--- src/design/has_pkg.sv ---
// ============================================================================
// Hemisphere ambient shade package
// Shared types and constants for the shading pipeline.
// ============================================================================
package has_pkg;

    localparam logic [15:0] ONE_Q15  = 16'd32768;
    localparam logic [15:0] HALF_Q15 = 16'd16384;
    localparam int DIV_CELLS  = 29;
    localparam int SQRT_CELLS = 15;

    localparam logic [2:0] REG_STRENGTH = 3'd0;
    localparam logic [2:0] REG_SKY_R    = 3'd1;
    localparam logic [2:0] REG_SKY_G    = 3'd2;
    localparam logic [2:0] REG_SKY_B    = 3'd3;
    localparam logic [2:0] REG_GND_R    = 3'd4;
    localparam logic [2:0] REG_GND_G    = 3'd5;
    localparam logic [2:0] REG_GND_B    = 3'd6;

    typedef struct packed {
        logic [2:0][15:0] amb;
        logic             yneg;
        logic             zero;
    } t_side;

    typedef struct packed {
        logic [15:0]      strength;
        logic [2:0][15:0] sky;
        logic [2:0][15:0] gnd;
    } t_cfg;

endpackage

--- src/design/has_div_cell.sv ---
// ============================================================================
// Hemisphere ambient shade divider cell
// One restoring division step producing one quotient bit per beat.
// ============================================================================
module has_div_cell
    import has_pkg::*;
(
    input  logic        i_clk,
    input  logic        i_rst_n,
    input  logic        i_valid,
    output logic        o_ready,
    input  logic [32:0] i_rem,
    input  logic [31:0] i_den,
    input  logic [28:0] i_quo,
    input  t_side       i_side,
    output logic        o_valid,
    input  logic        i_ready,
    output logic [32:0] o_rem,
    output logic [31:0] o_den,
    output logic [28:0] o_quo,
    output t_side       o_side
);

    logic        r_v;
    logic        n_ge;
    logic [32:0] n_diff;

    assign o_ready = !r_v || i_ready;
    assign o_valid = r_v;
    assign n_ge    = i_rem >= {1'b0, i_den};
    assign n_diff  = n_ge ? (i_rem - {1'b0, i_den}) : i_rem;

    always_ff @(posedge i_clk) begin
        if (!i_rst_n) begin
            r_v <= 1'b0;
        end else if (o_ready) begin
            r_v <= i_valid;
        end
    end

    always_ff @(posedge i_clk) begin
        if (o_ready && i_valid) begin
            o_rem  <= {n_diff[31:0], 1'b0};
            o_den  <= i_den;
            o_quo  <= {i_quo[27:0], n_ge};
            o_side <= i_side;
        end
    end

endmodule

--- config.mk ---
export PLATFORM = sky130hd
export DESIGN_NAME = has_div_cell
export DESIGN_NICKNAME = d
export VERILOG_FILES = /design/src/design/has_pkg.sv /design/src/design/has_div_cell.sv
export SDC_FILE = /design/constraint.sdc
export NUM_CORES = 1
export LEC_CHECK = 0
export BUFFER_PORTS_ARGS = -buffer_cell sky130_fd_sc_hd__buf_4
export CAP_MARGIN = 10
export CELL_PAD_IN_SITES_DETAIL_PLACEMENT = 0
export CELL_PAD_IN_SITES_GLOBAL_PLACEMENT = 2
export CORE_MARGIN = 3
export CORE_UTILIZATION = 32
export DETAILED_ROUTE_END_ITERATION = 8
export GPL_TIMING_DRIVEN = 0
export PLACE_DENSITY_LB_ADDON = 0.1
export SLEW_MARGIN = 15
export SYNTH_ARGS = -nofsm -noshare
export SYNTH_HDL_FRONTEND = slang
export SYNTH_SLANG_ARGS = --single-unit
export TNS_END_PERCENT = 100
--- constraint.sdc ---
create_clock -name i_clk -period 11.48 [get_ports i_clk]
set_input_delay 1.148 -clock i_clk [delete_from_list [all_inputs] [get_ports i_clk]]
set_output_delay 1.148 -clock i_clk [all_outputs]
set_load 0.01 [all_outputs]
==> impl_metrics.toml <==
[place]
portBuffers = 291
placed_cell_area_mm2 = 0.00911
place.gp.congestion = 0.805
hpwlAfterDp_mm = 15.9

[synth]
yosysSeqAreaShare = 0.660
synth_edf_count = 143
synthCells = 491
async_reset_ff_frac = 0
ys_seq_elements = 144
syn_area_mm2 = 0.00654
syn_nets = 672
synth_cell_types = 50
synth_warnings = 0
avgSynthCellArea_um2 = 13.3
synth_top_flop_cell = "edfxtp_1"

[pwr]
p_switching_mw = 0.389
power_mw = 1.48
power_density_mw_per_mm2 = 153
vdd_ir_drop_max_v = 0.0000987
internal-power_mw = 1.09
power_frac_seq = 0.432
switching_share = 0.263
combPwrFrac = 0.187
clkPwrFrac = 0.381
p_leak_nw = 4.21

[sta]
fmax_ghz = 0.239
fin_skew_ps = 6.10
tightest_slew_ps = 577
hold_violations = 0
fin_crit_ps = 4190
maxSlewHeadroom = 0.615
holdWs_ps = 549
final_max_slew_viol_count = 0
finalCritPeriodShare = 0.365
setup_tns_ps = 0
rsz0062_at_grt = "no"
setup_viol_count_final = 0

[die]
dieWidth_um = 149
start_util = 0.330
fp.dieH_um = 149
die_area_mm2 = 0.0222
io_pins = 294
fp.coreArea_mm2 = 0.0198
rows = 51

[cells_and_area]
post-route-util = 0.491
drive_gt1_frac = 0.422
final_cell_area_mm2 = 0.00971
area_growth_syn_to_layout_pct = 48.5
nNetsFinal = 984
antenna_cells_inserted = 0

[drt]
dr_total_vias = 5052
vias_per_cell = 4.67
drt-pass1-iter-count = 5
initialDrtViolationCount = 306
antenna_left = 0
drc = 0
wirelength_mm = 20.3
wl_per_cell_um = 18.8

[worst_hold_path]
min_path_type = "flip-flop to flip-flop"
hold_path_depth = 2
worstHoldStart = "o_valid$_SDFFE_PN0N_"
holdPathEnd = "o_valid$_SDFFE_PN0N_"

[setup_path]
crit_required_ps = 11640
cp_max_fo = 10
timing.rr.end = "o_rem[15]$_DFFE_PP_"
worstSetupStartpointType = "input port"
end_kind = "flip-flop"
r2r-start = "o_valid$_SDFFE_PN0N_"
criticalPathCategory = "input port to flip-flop"
reg2regPathDepth = 4
ff2ff_setup_slack_ps = 9570
arrival_ps = 4350

[cts]
cts_resized = 0
tritoncts = "done"
htree_levels = 4
cts_hold_buffers = 0
clock_latency_ps = 410
path_clk_slew_ps = 70
cts_max_path_buffers = 2
cts.sinks = 144
cts_inserted_buffers = 17
cts_setup_buffers = 0
cts_root_buffer = "clkbuf_16"

[global_route]
grt_pass1_vias = 5025
grt_pass1_wl_mm = 29.8
gr-usage-all-layers = 0.176
antenna_found_initial = 0
grt_max_degree = 60
overflow = 0

[job]
cap_viol_max_count = 0

[run_status]
status = "finished clean"
-- worst max-delay path, cell delays in order --
cell,delay [ps]
buf_4,100
inv_1,40
ha_1,250
clkbuf_1,260
nand4_1,210
or4_1,490
a21oi_1,120
nor3_1,90
a211oi_2,250
o21ai_2,180
o31ai_4,560
buf_4,310
mux2_1,330
-- layout by cell type, fill, tap and decap left out, types with 5 or more instances in the layout --
master     synthesis  final
buf_4              4    295
edfxtp_1         143    143
a21oi_1           55     55
inv_1             39     39
nor2_1            37     37
ha_1              32     32
nand2_1           28     28
clkbuf_16          0     17
o21ai_0           15     15
xnor2_1           15     15
a21o_1            13     13
xor2_1            12     12
clkbuf_1           8      9
nand3_1            8      8
nand4_1            7      7
o21a_1             6      6
mux2_2             6      6
inv_6              0      6
nand2b_1           5      5
-- synthesized netlist by cell type, drive strengths merged (5+ instances only) --
| library cell | count | area (µm²) |
|---|---|---|
| edfxtp | 143 | 4290 |
| a21oi | 55 | 275 |
| inv | 39 | 146 |
| nor2 | 37 | 139 |
| ha | 32 | 400 |
| nand2 | 28 | 105 |
| o21ai | 16 | 83.8 |
| xnor2 | 15 | 131 |
| a21o | 13 | 97.6 |
| xor2 | 12 | 105 |
| mux2 | 10 | 113 |
| buf | 8 | 50.1 |
| clkbuf | 8 | 30.0 |
| nand3 | 8 | 40.0 |
| nand4 | 7 | 43.8 |
| o21a | 6 | 45.0 |
| nand2b | 5 | 31.3 |
-- sequential cells by signal, indices dropped and copies added (netlist names) --
| signal | count |
|---|---|
| o_side | 50 |
| o_rem | 32 |
| o_den | 32 |
| o_valid | 1 |
| o_quo | 29 |
-- cells by family (layout without fill, tap and decap cells) --
logic type	after synthesis	in the layout	synth area share
mux	12	12	0.0203
other cells	1	1	0.000574
compound gates	119	119	0.115
simple gates	100	100	0.0695
xor+xnor	27	27	0.0362
flops	144	144	0.660
buf+inv	55	380	0.0346
fa+ha+maj	33	33	0.0643
-- layout make-up --
class / count / area, µm²
buffer: 16 / 80.1
clock buffer: 18 / 429
clock inverter: 14 / 168
fill: 1840 / 10100
inverter: 39 / 146
multi-input combinational: 292 / 2000
sequential: 144 / 4310
tap: 265 / 332
timing repair buffer: 293 / 2240
-- metrics by stage --
| step | setup WS, ps | instances |
|---|---|---|
| after floorplan | 6320 | 491 |
| after global placement | 5000 | 1047 |
| after detailed placement | 6780 | 1049 |
| after CTS | 7190 | 1081 |
| after global routing | 7020 | 1081 |
| final | 7290 | 1081 |
-- routing by layer --
layer,track usage,up-vias,part of all wire
met5,0,-,0
met4,0.0503,0,0.010
met1,0.215,2403,0.41
met3,0.0623,16,0.088
met2,0.296,188,0.49
li1,-,2445,-
-- how the worst max path moves through the flow --
stage | startpoint | endpoint | slack, ps | cells after the start
global placement | i_ready | o_den[9]$_DFFE_PP_ | 5000 | 3
detailed placement | i_den[18] | o_rem[28]$_DFFE_PP_ | 6780 | 14
global route | i_den[18] | o_rem[13]$_DFFE_PP_ | 7020 | 14
floorplan | i_ready | o_den[0]$_DFFE_PP_ | 6320 | 2
finish | i_den[16] | o_rem[14]$_DFFE_PP_ | 7290 | 13
CTS | i_den[18] | o_rem[13]$_DFFE_PP_ | 7190 | 14
-- power by group through the flow --
stage | registers, mW | clock network, mW | logic [mW]
floorplan | 0.675 | 0 | 0.118
global placement | 0.656 | 0 | 0.276
detailed placement | 0.651 | 0 | 0.280
CTS | 0.640 | 0.583 | 0.282
global route | 0.643 | 0.605 | 0.304
finish | 0.639 | 0.564 | 0.278
(Power assumes the default switching activity.)
