File: config.mk
export PLATFORM = sky130hd
export DESIGN_NAME = has_sqrt_cell
export DESIGN_NICKNAME = d
export VERILOG_FILES = /design/src/design/has_pkg.sv /design/src/design/has_sqrt_cell.sv
export SDC_FILE = /design/constraint.sdc
export NUM_CORES = 1
export LEC_CHECK = 0
export BUFFER_PORTS_ARGS = -buffer_cell sky130_fd_sc_hd__buf_2
export CAP_MARGIN = 40
export CORE_MARGIN = 2
export CORE_UTILIZATION = 40
export CTS_CLUSTER_DIAMETER = 100
export DETAILED_ROUTE_END_ITERATION = 8
export GPL_TIMING_DRIVEN = 0
export PLACE_DENSITY = 0.82
export SETUP_SLACK_MARGIN = 0.05
export SKIP_LAST_GASP = 1
export SYNTH_ARGS = -nofsm -noshare
export SYNTH_HDL_FRONTEND = slang
export SYNTH_SLANG_ARGS = --single-unit
File: constraint.sdc
create_clock -name i_clk -period 3.5 [get_ports i_clk]
set_input_delay 0.175 -clock i_clk [delete_from_list [all_inputs] [get_ports i_clk]]
set_output_delay 0.175 -clock i_clk [all_outputs]
set_load 0.01 [all_outputs]
File: src/design/has_pkg.sv
// ============================================================================
// Hemisphere ambient shade package
// Shared types and constants for the shading pipeline.
// ============================================================================
package has_pkg;

    localparam logic [15:0] ONE_Q15  = 16'd32768;
    localparam logic [15:0] HALF_Q15 = 16'd16384;
    localparam int DIV_CELLS  = 29;
    localparam int SQRT_CELLS = 15;

    localparam logic [2:0] REG_STRENGTH = 3'd0;
    localparam logic [2:0] REG_SKY_R    = 3'd1;
    localparam logic [2:0] REG_SKY_G    = 3'd2;
    localparam logic [2:0] REG_SKY_B    = 3'd3;
    localparam logic [2:0] REG_GND_R    = 3'd4;
    localparam logic [2:0] REG_GND_G    = 3'd5;
    localparam logic [2:0] REG_GND_B    = 3'd6;

    typedef struct packed {
        logic [2:0][15:0] amb;
        logic             yneg;
        logic             zero;
    } t_side;

    typedef struct packed {
        logic [15:0]      strength;
        logic [2:0][15:0] sky;
        logic [2:0][15:0] gnd;
    } t_cfg;

endpackage

File: src/design/has_sqrt_cell.sv
// ============================================================================
// Hemisphere ambient shade square root cell
// One digit-by-digit square root step producing one root bit per beat.
// ============================================================================
module has_sqrt_cell
    import has_pkg::*;
(
    input  logic        i_clk,
    input  logic        i_rst_n,
    input  logic        i_valid,
    output logic        o_ready,
    input  logic [29:0] i_rad,
    input  logic [16:0] i_rem,
    input  logic [14:0] i_root,
    input  t_side       i_side,
    output logic        o_valid,
    input  logic        i_ready,
    output logic [29:0] o_rad,
    output logic [16:0] o_rem,
    output logic [14:0] o_root,
    output t_side       o_side
);

    logic        r_v;
    logic [18:0] n_cur;
    logic [18:0] n_trial;
    logic        n_ge;
    logic [18:0] n_diff;

    assign o_ready = !r_v || i_ready;
    assign o_valid = r_v;
    assign n_cur   = {i_rem, i_rad[29:28]};
    assign n_trial = {2'b00, i_root, 2'b01};
    assign n_ge    = n_cur >= n_trial;
    assign n_diff  = n_ge ? (n_cur - n_trial) : n_cur;

    always_ff @(posedge i_clk) begin
        if (!i_rst_n) begin
            r_v <= 1'b0;
        end else if (o_ready) begin
            r_v <= i_valid;
        end
    end

    always_ff @(posedge i_clk) begin
        if (o_ready && i_valid) begin
            o_rad  <= {i_rad[27:0], 2'b00};
            o_rem  <= n_diff[16:0];
            o_root <= {i_root[13:0], n_ge};
            o_side <= i_side;
        end
    end

endmodule

==> results_dict.tcl, run 1 <==
set metrics [dict create \
    synthArstFlopShare_pct 0 \
    fp.coreArea_um2 10900 \
    wl_mm 14.1 \
    place.gp.congestion 0.858 \
    nets 749 \
    vdd_drop_max_mv 0.219 \
    drt_iter0_markers 296 \
    power_density_nw_per_um2 423 \
    globalRouteMet3Util_pct 4.15 \
    area_delta_synth_final_pct 55.1 \
    tightestPinTransition_ns 0.555 \
    p_leak_nw 3.04 \
    rsz0062_at_grt "false" \
    busiest_layer "met2" \
    synth_xor_area_share_pct 2.54 \
    finalCriticalPeriod_ns 2.72 \
    synth.largest_area_cell "edfxtp_1" \
    whs_path_depth 2 \
    worstPathRequired_ns 3.62 \
    worst-path-buf-inv 3 \
    path_cells "dlygate4sd3_1, buf_2, inv_1, ha_1, o211ai_1, nor2_1, o2111ai_2, a31oi_4, mux2_2" \
    drtPass1Iterations 5 \
    cp-start-kind "input port" \
    synth_edf_count 110 \
    vias 3747 \
    die_y_um 110 \
    critPathSlowestCell "dlygate4sd3_1" \
    hold_viol_final 0 \
    fmaxAchievable_ghz 0.368 \
    yosysTopAreaCellShare_pct 73.8 \
    io_pins 230 \
    synth-main-ff-cell "edfxtp_1" \
    cts_buffers 9 \
    ys_seq_area_share_pct 74.3 \
    fin_cells 761 \
    fillers 762 \
    antenna_cells 0 \
    fin_hold_ws_ns 0.0573 \
    r2r_start "o_valid" \
    drive_gt1_share_pct 42.8 \
    synthAdderAreaFrac_pct 4.75 \
    critPathArrivalTime_ns 2.83 \
    drv_slew 0 \
    netlist_instances 284 \
    relSlewSlack_pct 63.0 \
    root_buffer "clkbuf_8" \
    dieWidth_um 110 \
    hold_path_end "o_valid" \
    fin_tns_setup_ns 0 \
    die-area_um2 12100 \
    setup_viol_count_final 0 \
    synthesis.area_um2 4480 \
    synth.area.mux_share_pct 1.01 \
    routed_via_density 4.92 \
    hold_class "in -> reg" \
    cp-end-kind "register" \
    h-tree-depth 3 \
    num_rows 38 \
    portBuffers 227 \
    worstRegToRegCells 3 \
    start_util_pct 41.1 \
    placed_cells 653 \
    synth_compound_area_share_pct 9.28 \
    clockBufferDepth 2 \
    grt_usage_pct 22.7 \
    cts.clk_slew.worst_paths_ns 0.11 \
    ant_nets 0 \
    antenna_found_initial 0 \
    synth_commonest_cells "edfxtp_1 (110), inv_1 (22), a21oi_1 (21)" \
    yosys.cell_types.count 44 \
    drv_cap 0 \
    skew_ns 0.00901 \
    yosys_warnings 0 \
    max_stage_delay_ns 0.57 \
    synth_seq_cells 111 \
    synth_top_family_by_area "compound AO/OA/AOI/OAI gates" \
    drc 0 \
    syn_avg_cell_area_um2 15.8 \
    synthSimpleGateAreaFrac_pct 5.09 \
    wire_per_inst_um 18.5 \
    placed_area_um2 5820 \
    cts_tree "yes" \
    grtUsageMet1_pct 25.2 \
    first_global_vias 3698 \
    clk_latency_ns 0.36 \
    fin_util_pct 63.7 \
    worstSetupPathType "in -> reg" \
    period_share_pct 77.6 \
    status "completed" \
    overflow 0 \
    grt_pass1_wl_mm 20.0 \
    yosysMostFrequentCell "edfxtp_1" \
    hp-start "i_rst_n" \
    cts_sinks 111 \
    ys_top_cells_by_area "edfxtp_1 (74%), ha_1 (4.8%), a21oi_1 (2.3%)" \
    r2r_slack_ns 1.78 \
    final_area_um2 6940 \
    cp_max_fo 10 \
    grt_max_degree 73 \
    dp_hpwl_mm 9.26 \
    crit_family "compound AO/OA/AOI/OAI gates" \
    grt_use_met2_pct 42.8 \
    r2r-end "o_side[23]" \
]
[logic make-up after synthesis]
group / count (synthesis)
flops: 111
compound gates: 60
simple gates: 50
buf+inv: 28
fa+ha+maj: 17
xor+xnor: 13
mux: 4
other cells: 1
[layout by cell type, fill, tap and decap left out, drive strengths merged, types with 7 or more instances in the layout]
| cell type | n |
|---|---|
| xnor2 | 7 |
| dlygate4sd3 | 92 |
| o21ai | 14 |
| ha | 17 |
| nand2 | 11 |
| clkbuf | 11 |
| inv | 24 |
| edfxtp | 110 |
| a21oi | 25 |
| buf | 234 |
| nor2 | 20 |
[report_power, final]
part           switching (mW)  total (mW)  internal (mW)
Combinational           0.299       0.572          0.274
Clock                   0.447       0.758          0.311
Sequential             0.0260        1.60           1.58
[state kept, by name, indices dropped and copies added, names as in the netlist]
signal   count
o_rem       17
o_rad       28
o_root      15
o_side      50
o_valid      1
[layer usage]
layer	vias to the layer above	part of all wire, %
li1	1723	-
met1	1791	36
met2	201	53
met3	32	7.7
met4	0	2.6
met5	-	0
[worst reg2reg max path, stage by stage (launching register included)]
cell and delay, ns:
dfxtp_1 0.32, nand2b_1 0.13, and2_4 0.53, buf_16 0.38
[timing repair]
action                    4_1_cts  5_1_grt
hold buffers                   92        0
hold endpoints to repair       92        0
resized for setup               0        0
setup buffers                   0        0
[per-stage QoR]
stage / total power, mW / setup WS, ns
final: 2.93 / 0.785
after global routing: 3.06 / 0.661
after CTS: 2.94 / 0.818
after detailed placement: 2.11 / 1.00
after global placement: 2.09 / 0.882
after floorplan: 1.89 / 1.19
[worst max-delay path by stage]
stage / startpoint / endpoint / slack [ns] / depth (start not counted)
2_1_floorplan: o_valid / o_rad[10] / 1.19 / 2
3_3_place_gp: o_valid / o_root[1] / 0.88 / 2
3_5_place_dp: i_root[6] / o_rem[13] / 1.00 / 8
4_1_cts: i_root[6] / o_rem[13] / 0.82 / 9
5_1_grt: i_root[6] / o_rem[13] / 0.66 / 9
6_report: i_root[6] / o_rem[13] / 0.78 / 9
[cell type report]
class	count	area, um^2	share of cell area, %
Inverter	22	82.6	1.19
Timing Repair Buffer	320	2080	30.0
Sequential cell	111	3320	47.9
Multi-Input combinational cell	146	1020	14.8
Clock buffer	11	151	2.18
Tap cell	140	175	2.52
Clock inverter	5	47.5	0.685
Buffer	6	51.3	0.739
(Power assumes the default switching activity.)
==> run 2: changes to the inputs <==
PLACE_DENSITY = 0.79   (was 0.82)
clock period = 2.6 ns   (was 3.5 ns; I/O delays follow)
==> run 2 against run 1 <==
  * Via count down 0.43%
  * Clock-buffer cell count down 1
  * Sequential power up 35%
==> results_dict.tcl, run 2 (same netlist as run 1, synthesis figures left out) <==
set metrics [dict create \
    status "completed" \
    dp_hpwl_mm 9.10 \
    relSlewSlack_pct 56.1 \
    final_cell_mix "buf_2 (229), edfxtp_1 (110), dlygate4sd3_1 (94)" \
    area_delta_synth_final_pct 56.7 \
    portBuffers 227 \
    wl_mm 14.4 \
    skew_ns 0.0119 \
    antenna_found_initial 0 \
    p_switching_mw 1.05 \
    drv_cap 0 \
    start_util_pct 41.1 \
    hp-start "i_rem[11]" \
    cp_max_fo 5 \
    p_leak_nw 3.06 \
    grt_max_degree 66 \
    routed_via_density 4.88 \
    pwr-share-comb_pct 19.6 \
    r2r_slack_ns 0.85 \
    tightestPinTransition_ns 0.659 \
    r2r-end "o_rad[12]" \
    root_buffer "clkbuf_8" \
    die_y_um 110 \
    hold_class "in -> reg" \
    multiInputGateArea_um2 1060 \
    place.gp.congestion 0.820 \
    clockBufferDepth 2 \
    antenna_cells 0 \
    placed_area_um2 5820 \
    fillers 749 \
    cts_buffers 9 \
    cp-start-kind "input port" \
    io_pins 230 \
    grt_usage_pct 22.7 \
    period_share_pct 93.6 \
    setup.worst_path.end "o_rem[7]" \
    cts.clk_slew.worst_paths_ns 0.10 \
    grt_pass1_wl_mm 19.9 \
    fmaxAchievable_ghz 0.411 \
    seqCellArea_um2 3320 \
    worstRegToRegCells 3 \
    final_area_um2 7010 \
    power_density_nw_per_um2 572 \
    setup_viol_count_final 0 \
    cts_tree "yes" \
    switching_share_pct 26.2 \
    fp.coreArea_um2 10900 \
    fin_hold_ws_ns 0.0809 \
    r2r_start "o_valid" \
    power_mw 4.01 \
    reg_top3 "o_side: 50 flops, o_rad: 28 flops, o_rem: 17 flops" \
    worstPathRequired_ns 2.73 \
    ant_nets 0 \
    fin_util_pct 64.4 \
    drv_slew 0 \
    cts_sinks 111 \
    rsz0062_at_grt "false" \
    p_clk_share_pct 26.6 \
    wire_per_inst_um 18.8 \
    top_register "o_side" \
    vias 3731 \
    finalCriticalPeriod_ns 2.43 \
    largest_reg_flops 50 \
    num_rows 38 \
    dieWidth_um 110 \
    crit_start "i_root[2]" \
    cp-end-kind "register" \
    overflow 0 \
    critPathArrivalTime_ns 2.56 \
    nets 753 \
    drt_iter0_markers 240 \
    drc 0 \
    h-tree-depth 3 \
    fin_tns_setup_ns 0 \
    die-area_um2 12100 \
    seqPwrFrac_pct 53.8 \
    hold_viol_final 0 \
    vdd_drop_max_mv 0.323 \
    drtPass1Iterations 4 \
    first_global_vias 3700 \
    worstSetupPathType "in -> reg" \
    layout_commonest_cell "buf_2" \
    intPower_mw 2.96 \
    drive_gt1_share_pct 43.4 \
    clk_latency_ns 0.37 \
]
run 2: cell type report:
cell class                 instances  share of cell area (%)
sequential                       111                    47.4
inverter                          22                    1.18
timing repair buffer             323                    30.1
multi-input combinational        147                    15.2
tap                              140                    2.50
buffer                             6                   0.731
clock buffer                      10                    1.82
clock inverter                     6                    1.09
run 2: worst min path at each step:
stage               slack (ns)  cells after the start    endpoint
detailed placement        0.31                      1  o_side[34]
floorplan                 0.23                      0   o_rad[10]
global route              0.07                      2   o_rem[16]
global placement          0.31                      1  o_side[21]
finish                    0.08                      2   o_rem[13]
CTS                       0.07                      2   o_rem[13]
run 2: through the flow:
step           worst slack (ns)  cells
4_1_cts                  0.0641    763
5_1_grt                  0.0707    765
6_report                  0.167    765
3_3_place_gp            -0.0390    652
3_5_place_dp              0.148    653
2_1_floorplan             0.286    285
run 2: critical path: stages:
cell,delay (ns)
dlygate4sd3_1,0.52
buf_2,0.11
inv_1,0.04
ha_1,0.31
o21ai_1,0.14
a22oi_4,0.30
o2111ai_2,0.26
a31oi_4,0.38
mux2_2,0.38
run 2: power by group through the flow:
stage | clock network, mW | logic (mW) | registers, mW
6_report | 1.07 | 0.785 | 2.16
5_1_grt | 1.16 | 0.848 | 2.17
4_1_cts | 1.09 | 0.758 | 2.15
3_5_place_dp | 0 | 0.641 | 2.19
3_3_place_gp | 0 | 0.621 | 2.19
2_1_floorplan | 0 | 0.282 | 2.27
run 2: timing repair:
| item | 4_1_cts | 5_1_grt |
|---|---|---|
| hold buffers | 94 | 0 |
| setup buffers | 0 | 1 |
| endpoints found under the hold margin | 93 | 0 |
| resized for setup | 0 | 5 |
| endpoints found under the setup margin | 0 | 16 |
run 2: layer usage:
layer / global-route usage (%) / up-vias / routed length [um]
li1: - / 1729 / -
met1: 23.9 / 1771 / 5160
met2: 42.9 / 197 / 7600
met3: 5.57 / 34 / 1080
met4: 9.40 / 0 / 531
met5: 0 / - / 0
==> run 3: changes to the inputs <==
==> constraint.sdc (replaced) <==
create_clock -name i_clk -period 2.6 [get_ports i_clk]
set_input_delay 0.52 -clock i_clk [delete_from_list [all_inputs] [get_ports i_clk]]
set_output_delay 0.52 -clock i_clk [all_outputs]
set_load 0.01 [all_outputs]
==> run 3 against run 2 <==
  * Sequential power about the same
  * Worst setup slack lost 0.010 ns
  * Total power decreased by 3.8%
  * Cell area down 14%
  * Non-clock buffer count fell by 95
  * Via count down 15%
  * Core utilization decreased by 9.1 points
  * Cell count decreased by 13%
  * Critical path depth shrank 1
  * Register-to-register slack improved by 0.02 ns
  * Routed wire length fell by 20%
  * Clock-buffer cell count did not move
  * Critical endpoint unchanged
  * Largest cell class unchanged
==> results_dict.tcl, run 3 (same netlist as run 1, synthesis figures left out) <==
set metrics [dict create \
    cts_sinks 111 \
    cts_tree "yes" \
    clockBufferDepth 2 \
    critPathArrivalTime_ns 2.57 \
    period_share_pct 94.0 \
    wl_mm 11.5 \
    cp_max_fo 10 \
    fin_hold_ws_ns 0.311 \
    cts.clk_slew.worst_paths_ns 0.11 \
    drv_cap 0 \
    p_clk_share_pct 27.7 \
    grt_pass1_wl_mm 16.0 \
    root_buffer "clkbuf_8" \
    vdd_drop_max_mv 0.283 \
    status "completed" \
    post-cts-setup-buffer-count 0 \
    fmaxAchievable_ghz 0.409 \
    drt_iter0_markers 210 \
    area_delta_synth_final_pct 34.6 \
    start_util_pct 41.1 \
    portBuffers 227 \
    cts_buffers 9 \
    worstPathRequired_ns 2.73 \
    fillers 908 \
    drive_gt1_share_pct 50.1 \
    vias 3165 \
    cp-end-kind "register" \
    power_mw 3.86 \
    power_density_nw_per_um2 640 \
    placed_cells 653 \
    final_cell_mix "buf_2 (229), edfxtp_1 (110), inv_1 (22)" \
    fin_tns_setup_ns 0 \
    path_cells "buf_2, inv_1, ha_1, o211ai_1, nor2_1, o2111ai_2, a31oi_4, mux2_2" \
    first_global_vias 3125 \
    drc 0 \
    switching_share_pct 25.8 \
    rsz0062_at_grt "true" \
    overflow 0 \
    hold_class "in -> reg" \
    largest_reg_flops 50 \
    p_switching_uw 996 \
    grt_max_degree 66 \
    setup_viol_count_final 0 \
    io_pins 230 \
    ant_nets 0 \
    nets 657 \
    fin_cells 669 \
    relSlewSlack_pct 56.5 \
    top_register "o_side" \
    skew_ns 0.0149 \
    dieWidth_um 110 \
    routed_via_density 4.73 \
    seqPwrFrac_pct 55.8 \
    layout_commonest_cell "buf_2" \
    grt_usage_pct 18.1 \
    finalCriticalPeriod_ns 2.44 \
    cp-start-kind "input port" \
    max_stage_delay_ns 0.48 \
    clk_latency_ns 0.37 \
    hold_viol_final 0 \
    reg_top3 "o_side: 50 flops, o_rad: 28 flops, o_rem: 17 flops" \
    antenna_found_initial 0 \
    antenna_cells 0 \
    dp_hpwl_mm 9.10 \
    die-area_um2 12100 \
    num_rows 38 \
    fp.coreArea_um2 10900 \
    intPower_mw 2.86 \
    tightestPinTransition_ns 0.653 \
    critPathSlowestCell "a31oi_4" \
    p_leak_nw 2.66 \
    drv_slew 0 \
    wire_per_inst_um 17.2 \
    h-tree-depth 3 \
    worstSetupPathType "in -> reg" \
    die_y_um 110 \
    drtPass1Iterations 4 \
    place.gp.congestion 0.820 \
    fin_util_pct 55.3 \
    pwr-share-comb_pct 16.5 \
]
-- run 3: cell count changes in the layout (fill, tap and decap cells not counted), sizes merged --
cell / previous run / this run
buf: 235 / 234
a31oi: 3 / 2
dlygate4sd3: 94 / 0
-- run 3: what timing repair did --
action	CTS	global route
gates resized for setup	0	0
hold buffers	0	0
endpoints found under the setup margin	0	6
-- run 3: area by class of cell --
cell class	count	area, um^2	area share [%]
plain buffers	6	51.3	0.852
clock buffers	10	128	2.12
clock inverters	6	76.3	1.27
inverters	22	82.6	1.37
multi-input cells	146	1020	17.0
flip-flops and latches	111	3320	55.2
well taps	140	175	2.91
repair buffers	228	1160	19.3
-- run 3: stage by stage --
stage	area, um^2	setup WS (ns)
6_report	6020	0.157
5_1_grt	6020	0.0228
4_1_cts	6020	0.178
3_5_place_dp	5820	-0.242
3_3_place_gp	5790	-0.371
2_1_floorplan	4480	0.0733
-- run 3: power by group through the flow --
stage	clock (mW)	combinational (mW)	sequential, mW
final	1.07	0.637	2.15
after detailed placement	0	0.641	2.19
after global routing	1.16	0.701	2.16
after CTS	1.09	0.644	2.15
after floorplan	0	0.282	2.27
after global placement	0	0.621	2.19
-- run 3: final timing paths --
kind,start,end,slack [ns],depth (start not counted)
max reg2reg,o_valid,o_rad[17],0.87,3
min reg2reg,o_valid,o_valid,0.55,2
min,i_side[45],o_side[45],0.31,1
max,i_root[4],o_rem[7],0.16,8
-- run 3: metal layers --
metal,vias up,wire (um),GRT usage (%)
li1,1533,-,-
met3,23,913,4.92
met2,141,6040,33.3
met5,-,0,0
met4,0,347,8.32
met1,1468,4220,19.0
-- run 3: worst max-delay path: cells and delay by family --
| kind | cells | cell delay, ns |
|---|---|---|
| fa+ha+maj | 1 | 0.38 |
| compound gates | 3 | 0.84 |
| buf+inv | 2 | 0.14 |
| mux | 1 | 0.39 |
| simple gates | 1 | 0.30 |
