--- src/design/has_pkg.sv ---
// ============================================================================
// Hemisphere ambient shade package
// Shared types and constants for the shading pipeline.
// ============================================================================
package has_pkg;

    localparam logic [15:0] ONE_Q15  = 16'd32768;
    localparam logic [15:0] HALF_Q15 = 16'd16384;
    localparam int DIV_CELLS  = 29;
    localparam int SQRT_CELLS = 15;

    localparam logic [2:0] REG_STRENGTH = 3'd0;
    localparam logic [2:0] REG_SKY_R    = 3'd1;
    localparam logic [2:0] REG_SKY_G    = 3'd2;
    localparam logic [2:0] REG_SKY_B    = 3'd3;
    localparam logic [2:0] REG_GND_R    = 3'd4;
    localparam logic [2:0] REG_GND_G    = 3'd5;
    localparam logic [2:0] REG_GND_B    = 3'd6;

    typedef struct packed {
        logic [2:0][15:0] amb;
        logic             yneg;
        logic             zero;
    } t_side;

    typedef struct packed {
        logic [15:0]      strength;
        logic [2:0][15:0] sky;
        logic [2:0][15:0] gnd;
    } t_cfg;

endpackage

--- src/design/has_cfg.sv ---
// ============================================================================
// Hemisphere ambient shade configuration registers
// APB register file holding the strength and the two tints.
// ============================================================================
module has_cfg
    import has_pkg::*;
(
    input  logic        i_clk,
    input  logic        i_rst_n,
    input  logic        psel,
    input  logic        penable,
    input  logic        pwrite,
    input  logic [4:0]  paddr,
    input  logic [31:0] pwdata,
    output logic [31:0] prdata,
    output logic        pready,
    output t_cfg        o_cfg
);

    t_cfg r_cfg;
    logic n_wr;

    assign pready = 1'b1;
    assign n_wr   = psel && penable && pwrite;
    assign o_cfg  = r_cfg;

    always_ff @(posedge i_clk) begin
        if (!i_rst_n) begin
            r_cfg.strength <= '0;
            r_cfg.sky      <= {3{ONE_Q15}};
            r_cfg.gnd      <= {3{ONE_Q15}};
        end else if (n_wr) begin
            case (paddr[4:2])
                REG_STRENGTH: r_cfg.strength <= pwdata[15:0];
                REG_SKY_R:    r_cfg.sky[0]   <= pwdata[15:0];
                REG_SKY_G:    r_cfg.sky[1]   <= pwdata[15:0];
                REG_SKY_B:    r_cfg.sky[2]   <= pwdata[15:0];
                REG_GND_R:    r_cfg.gnd[0]   <= pwdata[15:0];
                REG_GND_G:    r_cfg.gnd[1]   <= pwdata[15:0];
                REG_GND_B:    r_cfg.gnd[2]   <= pwdata[15:0];
                default: ;
            endcase
        end
    end

    always_comb begin
        case (paddr[4:2])
            REG_STRENGTH: prdata = {16'd0, r_cfg.strength};
            REG_SKY_R:    prdata = {16'd0, r_cfg.sky[0]};
            REG_SKY_G:    prdata = {16'd0, r_cfg.sky[1]};
            REG_SKY_B:    prdata = {16'd0, r_cfg.sky[2]};
            REG_GND_R:    prdata = {16'd0, r_cfg.gnd[0]};
            REG_GND_G:    prdata = {16'd0, r_cfg.gnd[1]};
            REG_GND_B:    prdata = {16'd0, r_cfg.gnd[2]};
            default:      prdata = 32'd0;
        endcase
    end

endmodule

--- config.mk ---
export PLATFORM = sky130hd
export DESIGN_NAME = has_cfg
export DESIGN_NICKNAME = d
export VERILOG_FILES = /design/src/design/has_pkg.sv /design/src/design/has_cfg.sv
export SDC_FILE = /design/constraint.sdc
export NUM_CORES = 1
export LEC_CHECK = 0
export ABC_AREA = 0
export BUFFER_PORTS_ARGS = -buffer_cell sky130_fd_sc_hd__buf_4
export CAP_MARGIN = 25
export CORE_MARGIN = 10
export CORE_UTILIZATION = 50
export CTS_CLUSTER_DIAMETER = 40
export CTS_CLUSTER_SIZE = 12
export DETAILED_ROUTE_END_ITERATION = 10
export PLACE_DENSITY = 0.81
export SYNTH_ARGS = -nofsm -noshare
export SYNTH_HDL_FRONTEND = slang
export SYNTH_SLANG_ARGS = --single-unit
--- constraint.sdc ---
create_clock -name i_clk -period 1.25 [get_ports i_clk]
set_input_delay 0 -clock i_clk [delete_from_list [all_inputs] [get_ports i_clk]]
set_output_delay 0 -clock i_clk [all_outputs]
set_load 0.005 [all_outputs]
==> results.yml, run 1 <==
status:
  status: "finished with violations"
  failed_checks: "negative setup slack"
die:
  die_w_um: 121.5
  start_util: 0.5196
  top_level_ports: 187
  std_cell_rows: 36
  die_h_um: 121.5
  fp.coreArea_um2: 9910
  total_die_area_um2: 14760
worst_setup_path:
  worst-endpoint-required_ps: 1250
  critPathTopFamily: "multiplexers"
  crit_slowest_cell: "mux4_2"
  regToRegEndpoint: "o_cfg[50]$_SDFFE_PN0P_"
  cp_cell_sequence: "mux4_2, mux2_4, buf_6"
  worst_ep_arrival_time_ps: 1590
  timing.rr.start: "o_cfg[50]$_SDFFE_PN0P_"
  crit_path_max_fanout: 2
  critPathKind: "reg2out"
  critical_path.max_stage_delay_ps: 460
  ff2ff_path_depth: 4
  worst-path-buf-inv: 1
  endpoint_kind: "output pin"
  timing.critical_path.from_type: "flop"
  reg2reg_slack_ps: 430
logic_synthesis:
  proportion_of_synthesized_chip_area_in_sequential_cells: 0.4355
  compound_cell_area_share_of_the_yosys_netlist: 0.06780
  avgSynthCellArea_um2: 9.920
  synth.ff_latch_count: 112
  post_synth_xor_area_fraction: 0
  ys_warn_count: 0
  async_sr_flop_fraction: 0
  synth_simple_gate_area_share: 0.1295
  synthesis.area_um2: 5149
  synthAdderAreaFrac: 0
  yosys.cell_types.count: 28
  synth.mux.area_fraction: 0.3001
  post_synth_inst_count: 519
  number_of_enable_type_register_cells_in_the_synthesized_netlist: 0
  synthFlopType: "dfxtp_1"
  main_combinational_cell_family_by_area_after_synthesis: "multiplexers"
layout:
  drive_gt1_frac: 0.4463
  layout-area-overhead-vs-synth_pct: 41.73
  layout.nets: 763
  layout_common_cells: "buf_4, mux2i_1, nand2_1"
  post_layout_nonfiller_instances: 859
  largest_register_ffs: 112
  diodes: 0
  filler_cell_count: 699
  layout_commonest_cell: "buf_4"
sta:
  period_share: 1.273
  layout_setup_ws_ps: -340.9
  worstMarginPinSlew_ps: 694.3
  slew_headroom: 0.5361
  finalHoldViolCount: 0
  timing.final.max_slew_violations: 0
  worst_clock_skew_ps: 0
  timing.fmax_mhz: 628.6
  fin_hold_ws_ps: 14.49
  setup_repair_after_global_routing_missed_its_margin: "true"
  final_period_minus_worst_setup_slack_ps: 1591
  finalSetupViolations: 16
clocking:
  clk_root_buffer_cell: "clkbuf_8"
  insertion_delay_ps: 380
  cts_buffers: 9
  cts_tree: "built"
  tritoncts_num_sinks: 112
  cts.reportedPaths.clkPinSlew_ps: 110
  clock_path_buffers: 2
  h-tree-depth: 3
power:
  total_power_w: 0.006398
  static-leakage-power_nw: 3.176
  ir_worst_vdd_uv: 646.0
  pwr_density_cell_nw_per_um2: 876.8
worst_hold_path:
  hold_end: "o_cfg[107]$_SDFFE_PN0P_"
  timing.hold.worst.class: "in2reg"
  timing.hold.worst.start: "pwdata[11]"
  hold-path-cell-count: 3
detailed_routing:
  drt-wirelength-per-cell_um: 19.77
  drt_drc_violations_left: 0
  dr.first_iter.drc_count: 332
  drt.antenna.violating_nets: 0
  vias: 4581
  drt_pre_antenna_iters: 4
  totalWireLength_mm: 16.99
  routed_via_density: 5.333
global_routing:
  grt_pass1_wl_mm: 25.74
  overflow: 0
  antenna_found_initial: 0
  grt_max_degree: 37
  track_usage: 0.2179
  first_global_vias: 4870
placement:
  dp_cells: 799
  gp_weighted_congestion: 0.8513
  pre_cts_ws_ps: -29.12
  buffer_ports.inserted: 151
  hpwl_after_detailed_placement_mm: 11.87
run:
  max_cap_viol_count: 0
power by group:
| group | switching [W] | internal (W) | total, W |
|---|---|---|---|
| clock network | 0.00125 | 0.000842 | 0.00209 |
| logic | 0.000383 | 0.000310 | 0.000693 |
| registers | 0.0000206 | 0.00359 | 0.00361 |
cells in the mapped netlist (all sizes together) (6+ instances only):
cell	count	area (um^2)
a221oi	7	61.31
dfxtp	112	2242
inv	7	26.28
o211ai	8	60.06
o221a	7	78.83
a2bb2oi	8	70.07
nor2b	9	56.30
mux2	9	101.4
a32oi	8	70.07
buf	35	240.2
nor2	6	45.04
clkbuf	19	71.32
nand2	131	491.7
mux2i	142	1421
per-layer routing:
metal | vias up | GRT usage | wire (um)
met5 | - | 0 | 0
met4 | 0 | 0.07675 | 318
met3 | 22 | 0.06608 | 1337
met2 | 167 | 0.3826 | 8454
met1 | 2218 | 0.2433 | 6874
li1 | 2174 | - | -
area by class of cell:
type | count | area [um^2] | area share
Clock buffer | 12 | 155.1 | 0.02126
Clock inverter | 4 | 27.53 | 0.003772
Inverter | 7 | 26.28 | 0.003601
Multi-Input combinational cell | 361 | 2780 | 0.3810
Sequential cell | 112 | 2291 | 0.3140
Tap cell | 133 | 166.4 | 0.02281
Timing Repair Buffer | 230 | 1851 | 0.2536
tightest hold or removal path: cells and delay by family:
kind | cells | cell delay [ps]
buffers and inverters | 1 | 80
and+or+nand+nor | 1 | 130
muxes | 1 | 150
cells by family after synthesis:
logic type,count (synthesis)
muxes,152
other,2
DFF,112
buffers and inverters,61
AOI/OAI and AO/OA,39
and+or+nand+nor,153
worst max path at each step:
stage / from / end / slack [ps] / cells after the start
floorplan: paddr[3] / o_cfg[21]$_SDFFE_PN0P_ / 100 / 6
global placement: paddr[3] / prdata[2] / 0.3 / 6
detailed placement: paddr[2] / prdata[0] / -30 / 7
CTS: o_cfg[81]$_SDFFE_PN0P_ / prdata[1] / -340 / 3
global route: o_cfg[81]$_SDFFE_PN0P_ / prdata[1] / -370 / 3
finish: o_cfg[81]$_SDFFE_PN0P_ / prdata[1] / -340 / 3
stage by stage:
step	instance area (um^2)	setup TNS, ps	util
detailed placement	6578	-92.76	0.6638
global route	7297	-3425	0.7364
CTS	7196	-2488	0.7261
finish	7297	-2703	0.7364
floorplan	5205	0	-
global placement	6578	0	0.6638
timing repair:
item	CTS	global route
pin swaps	22	6
hold endpoints to repair	10	0
hold buffers	3	0
endpoints found under the setup margin	16	16
resized for setup	54	12
buffers inserted	37	4
Note: power is estimated with default switching activity, not from simulation.
==> inputs of run 2 (changes only) <==
Settings changed: PLACE_DENSITY 0.81 to 0.92.
==> results.yml, run 2 (same netlist as run 1, synthesis figures left out) <==
status:
  failed_checks: "negative setup slack"
  status: "finished with violations"
sta:
  slew_headroom: 0.5082
  timing.fmax_mhz: 621.2
  finalHoldViolCount: 0
  final_period_minus_worst_setup_slack_ps: 1610
  timing.final.max_slew_violations: 0
  fin_tns_setup_ps: -2444
  finalSetupViolations: 16
  setup_repair_after_global_routing_missed_its_margin: "true"
  worst_clock_skew_ps: 0
  worstMarginPinSlew_ps: 736.2
  layout_setup_ws_ps: -359.8
  period_share: 1.288
  fin_hold_ws_ps: 40.87
layout:
  filler_cell_count: 655
  layout-area-overhead-vs-synth_pct: 43.82
  drive_gt1_frac: 0.4633
  layout_commonest_cell: "buf_4"
  largest_register_ffs: 112
  post_layout_nonfiller_instances: 869
  final_area_um2: 7405
  layout.nets: 773
  layout_common_cells: "buf_4, mux2i_1, nand2_1"
  diodes: 0
power:
  total_power_w: 0.006477
  pwr_density_cell_nw_per_um2: 874.7
  static-leakage-power_nw: 3.234
  ir_worst_vdd_uv: 662.9
detailed_routing:
  totalWireLength_mm: 18.86
  routed_via_density: 5.647
  vias: 4907
  dr.first_iter.drc_count: 440
  drt.antenna.violating_nets: 0
  drt_pre_antenna_iters: 5
  drt-wirelength-per-cell_um: 21.70
  drt_drc_violations_left: 0
global_routing:
  track_usage: 0.2351
  overflow: 0
  grt_pass1_wl_mm: 27.82
  grt_max_degree: 56
  antenna_found_initial: 0
  first_global_vias: 5237
worst_setup_path:
  timing.critical_path.depth: 3
  worst-endpoint-required_ps: 1250
  critPathTopFamily: "multiplexers"
  worst-path-buf-inv: 1
  cp_cell_sequence: "mux4_2, mux2_4, buf_6"
  critical_path.max_stage_delay_ps: 480
  critPathKind: "reg2out"
  ff2ff_path_depth: 4
  crit_path_max_fanout: 2
  worst_ep_arrival_time_ps: 1610
  timing.critical_path.from_type: "flop"
  crit_slowest_cell: "mux4_2"
  endpoint_kind: "output pin"
die:
  std_cell_rows: 36
  fp.coreArea_um2: 9910
  start_util: 0.5196
  die_w_um: 121.5
  top_level_ports: 187
  total_die_area_um2: 14760
  die_h_um: 121.5
clocking:
  tritoncts_num_sinks: 112
  cts_tree: "built"
  insertion_delay_ps: 370
  cts_buffers: 9
  cts.reportedPaths.clkPinSlew_ps: 110
  clock_path_buffers: 2
  clk_root_buffer_cell: "clkbuf_8"
  h-tree-depth: 3
worst_hold_path:
  hold-path-cell-count: 3
  timing.hold.worst.class: "in2reg"
placement:
  hpwl_after_detailed_placement_mm: 12.46
  dp_cells: 801
  gp_weighted_congestion: 0.8083
  postPlaceCellArea_um2: 6593
  buffer_ports.inserted: 151
run:
  max_cap_viol_count: 0
## run 2: cell types whose count changed in the layout (fill, tap and decap cells not counted), sizes merged
cell / change
buf: +11
clkbuf: -1
clkinv: -1
clkinvlp: +1
dlygate4sd3: -1
inv: +1
## run 2: tightest hold or removal path, cell delays in order
cell,delay [ps]
buf_4,70
nand2_1,140
mux2i_1,160
## run 2: through the flow
step	setup slack [ps]	utilization
global route	-387.3	0.7472
CTS	-303.8	0.7317
floorplan	99.61	-
global placement	-204.3	0.6653
finish	-359.8	0.7472
detailed placement	-274.6	0.6653
## run 2: what timing repair did
item                                    in CTS  in global routing
gates cloned                                 0                  0
resized for setup                           61                 16
hold buffers                                 2                  0
pin swaps                                   21                 10
setup buffers                               39                 11
endpoints found under the setup margin      16                 16
endpoints found under the hold margin        6                  0
## run 2: final cells by class
| class | instances | area (um^2) | share of cell area |
|---|---|---|---|
| clock buffer | 11 | 151.4 | 0.02045 |
| clock inverter | 5 | 38.79 | 0.005238 |
| inverter | 7 | 26.28 | 0.003548 |
| multi-input combinational | 361 | 2805 | 0.3788 |
| sequential | 112 | 2293 | 0.3097 |
| tap | 133 | 166.4 | 0.02247 |
| timing repair buffer | 240 | 1923 | 0.2597 |
## run 2: report_power, final
group,switching (W),internal [W]
clock network,0.00128,0.000852
logic,0.000404,0.000326
registers,0.0000223,0.00359
## run 2: path summary, 6_finish.rpt
path | from | end | slack (ps)
max | o_cfg[81]$_SDFFE_PN0P_ | prdata[1] | -360
min | pwdata[4] | o_cfg[4]$_SDFFE_PN0P_ | 40
max reg2reg | o_cfg[47]$_SDFFE_PN1P_ | o_cfg[47]$_SDFFE_PN1P_ | 290
min reg2reg | o_cfg[77]$_SDFFE_PN0P_ | o_cfg[77]$_SDFFE_PN0P_ | 490
## run 2: metal layers
layer / up-vias / share of wire / GRT usage
li1: 2187 / - / -
met5: - / 0 / 0
met2: 266 / 0.52 / 0.4283
met3: 51 / 0.083 / 0.06794
met1: 2403 / 0.37 / 0.2470
met4: 0 / 0.033 / 0.09613
==> inputs of run 3 (changes only) <==
Settings changed: CELL_PAD_IN_SITES_DETAIL_PLACEMENT set to 1, CELL_PAD_IN_SITES_GLOBAL_PLACEMENT set to 2, CORE_UTILIZATION 50 to 29, PLACE_DENSITY 0.92 to 0.9.
==> results.yml, run 3 (same netlist as run 1, synthesis figures left out) <==
power:
  power.switching_fraction: 0.2398
  pwr_density_cell_nw_per_um2: 967.2
  p_sw_w: 0.001765
  pwr-share-clk: 0.411
  cell_internal_pwr_w: 0.005596
  power.sequential.fraction: 0.491
  ir_worst_vdd_uv: 650.6
  comb_power_share: 0.098
  static-leakage-power_nw: 3.267
sta:
  setup_repair_after_global_routing_missed_its_margin: "true"
  slew_headroom: 0.4094
  worstMarginPinSlew_ps: 882.6
  timing.final.max_slew_violations: 0
  period_share: 1.241
  layout_setup_ws_ps: -301.6
  finalHoldViolCount: 0
  worst_clock_skew_ps: 0
  final_period_minus_worst_setup_slack_ps: 1552
  fin_tns_setup_ps: -2216
  finalSetupViolations: 16
  timing.fmax_mhz: 644.5
worst_hold_path:
  timing.hold.worst.class: "in2reg"
layout:
  diodes: 0
  drive_gt1_frac: 0.4490
  post_layout_nonfiller_instances: 951
  layout.nets: 763
  layout_common_cells: "buf_4, mux2i_1, nand2_1"
  largest_register_ffs: 112
  layout-area-overhead-vs-synth_pct: 47.80
  final_area_um2: 7610
  filler_cell_count: 1956
  utilization: 0.4384
  layout_commonest_cell: "buf_4"
clocking:
  clock_path_buffers: 2
  clk_root_buffer_cell: "clkbuf_16"
  cts_buffers: 9
  cts.reportedPaths.clkPinSlew_ps: 70
  insertion_delay_ps: 360
  tritoncts_num_sinks: 112
  h-tree-depth: 3
  cts_tree: "built"
worst_setup_path:
  endpoint_kind: "output pin"
  worst-endpoint-required_ps: 1250
  timing.critical_path.from_type: "flop"
  crit_path_max_fanout: 2
  crit_slowest_cell: "mux4_2"
  critPathKind: "reg2out"
  critical_path.max_stage_delay_ps: 460
  worst_ep_arrival_time_ps: 1550
  cp_cell_sequence: "mux4_2, mux2_4, buf_6"
global_routing:
  grt_pass1_wl_mm: 30.25
  track_usage: 0.1624
  first_global_vias: 5178
  overflow: 0
  antenna_found_initial: 0
  grt_max_degree: 60
run:
  max_cap_viol_count: 0
status:
  status: "finished with violations"
  failed_checks: "negative setup slack"
placement:
  dp_cells: 897
  gp_weighted_congestion: 0.8235
  buffer_ports.inserted: 151
  hpwl_after_detailed_placement_mm: 14.44
  postPlaceCellArea_um2: 6808
detailed_routing:
  vias: 4592
  dr.first_iter.drc_count: 133
  drt.antenna.violating_nets: 0
  totalWireLength_mm: 19.62
  drt-wirelength-per-cell_um: 20.63
  drt_pre_antenna_iters: 4
  drt_drc_violations_left: 0
  routed_via_density: 4.829
die:
  std_cell_rows: 48
  die_h_um: 153.2
  start_util: 0.2966
  top_level_ports: 187
  fp.coreArea_um2: 17360
  die_w_um: 153.2
  total_die_area_um2: 23480
==> run 3: per-stage QoR <==
step | hold slack, ps | power, W | setup WS [ps]
floorplan | 138.8 | 0.004059 | 99.61
global placement | 277.6 | 0.004355 | 33.56
detailed placement | 290.1 | 0.004374 | -10.33
CTS | 40.97 | 0.007445 | -317.6
global route | 82.45 | 0.007645 | -335.5
finish | 49.72 | 0.007361 | -301.6
==> run 3: timing repair <==
| action | CTS | global route |
|---|---|---|
| setup buffers | 37 | 0 |
| cloned | 0 | 0 |
| hold buffers | 1 | 0 |
| endpoints found under the hold margin | 1 | 0 |
| gates resized for setup | 61 | 6 |
| endpoints found under the setup margin | 16 | 16 |
| pin swaps | 23 | 6 |
==> run 3: routing by layer <==
layer	vias up	global-route usage	wire [um]
met5	-	0	0
met4	0	0.05722	322
li1	2166	-	-
met2	121	0.2949	10330
met3	21	0.04181	1038
met1	2284	0.1778	7928
==> run 3: power groups by stage <==
| stage | Clock (W) | Combinational [W] | Sequential [W] |
|---|---|---|---|
| floorplan | 0 | 0.000365 | 0.00369 |
| global placement | 0 | 0.000659 | 0.00370 |
| detailed placement | 0 | 0.000675 | 0.00370 |
| CTS | 0.00311 | 0.000721 | 0.00361 |
| global route | 0.00325 | 0.000778 | 0.00362 |
| finish | 0.00302 | 0.000723 | 0.00361 |
==> run 3: area by class of cell <==
cell class	count	area, um^2	share of cell area
clock buffer	13	260.3	0.03420
sequential	112	2292	0.3012
tap	225	281.5	0.03699
clock inverter	3	47.55	0.006248
inverter	7	26.28	0.003453
multi-input combinational	361	2794	0.3671
timing repair buffer	230	1908	0.2507
==> run 3: worst max-delay path: cells and delay by family (launching register included) <==
family	cells	cell delay [ps]
multiplexers	2	750
buffers and inverters	1	120
flip-flops	1	320
==> run 3: worst paths after layout <==
kind              slack [ps]                   start                      to  cells past startpoint
setup reg to reg         430  o_cfg[15]$_SDFFE_PN1P_  o_cfg[15]$_SDFFE_PN1P_                      3
hold / removal            50               pwdata[7]  o_cfg[87]$_SDFFE_PN0P_                      3
hold reg to reg          480   o_cfg[9]$_SDFFE_PN0P_   o_cfg[9]$_SDFFE_PN0P_                      2
setup / recovery        -300  o_cfg[81]$_SDFFE_PN0P_               prdata[1]                      3
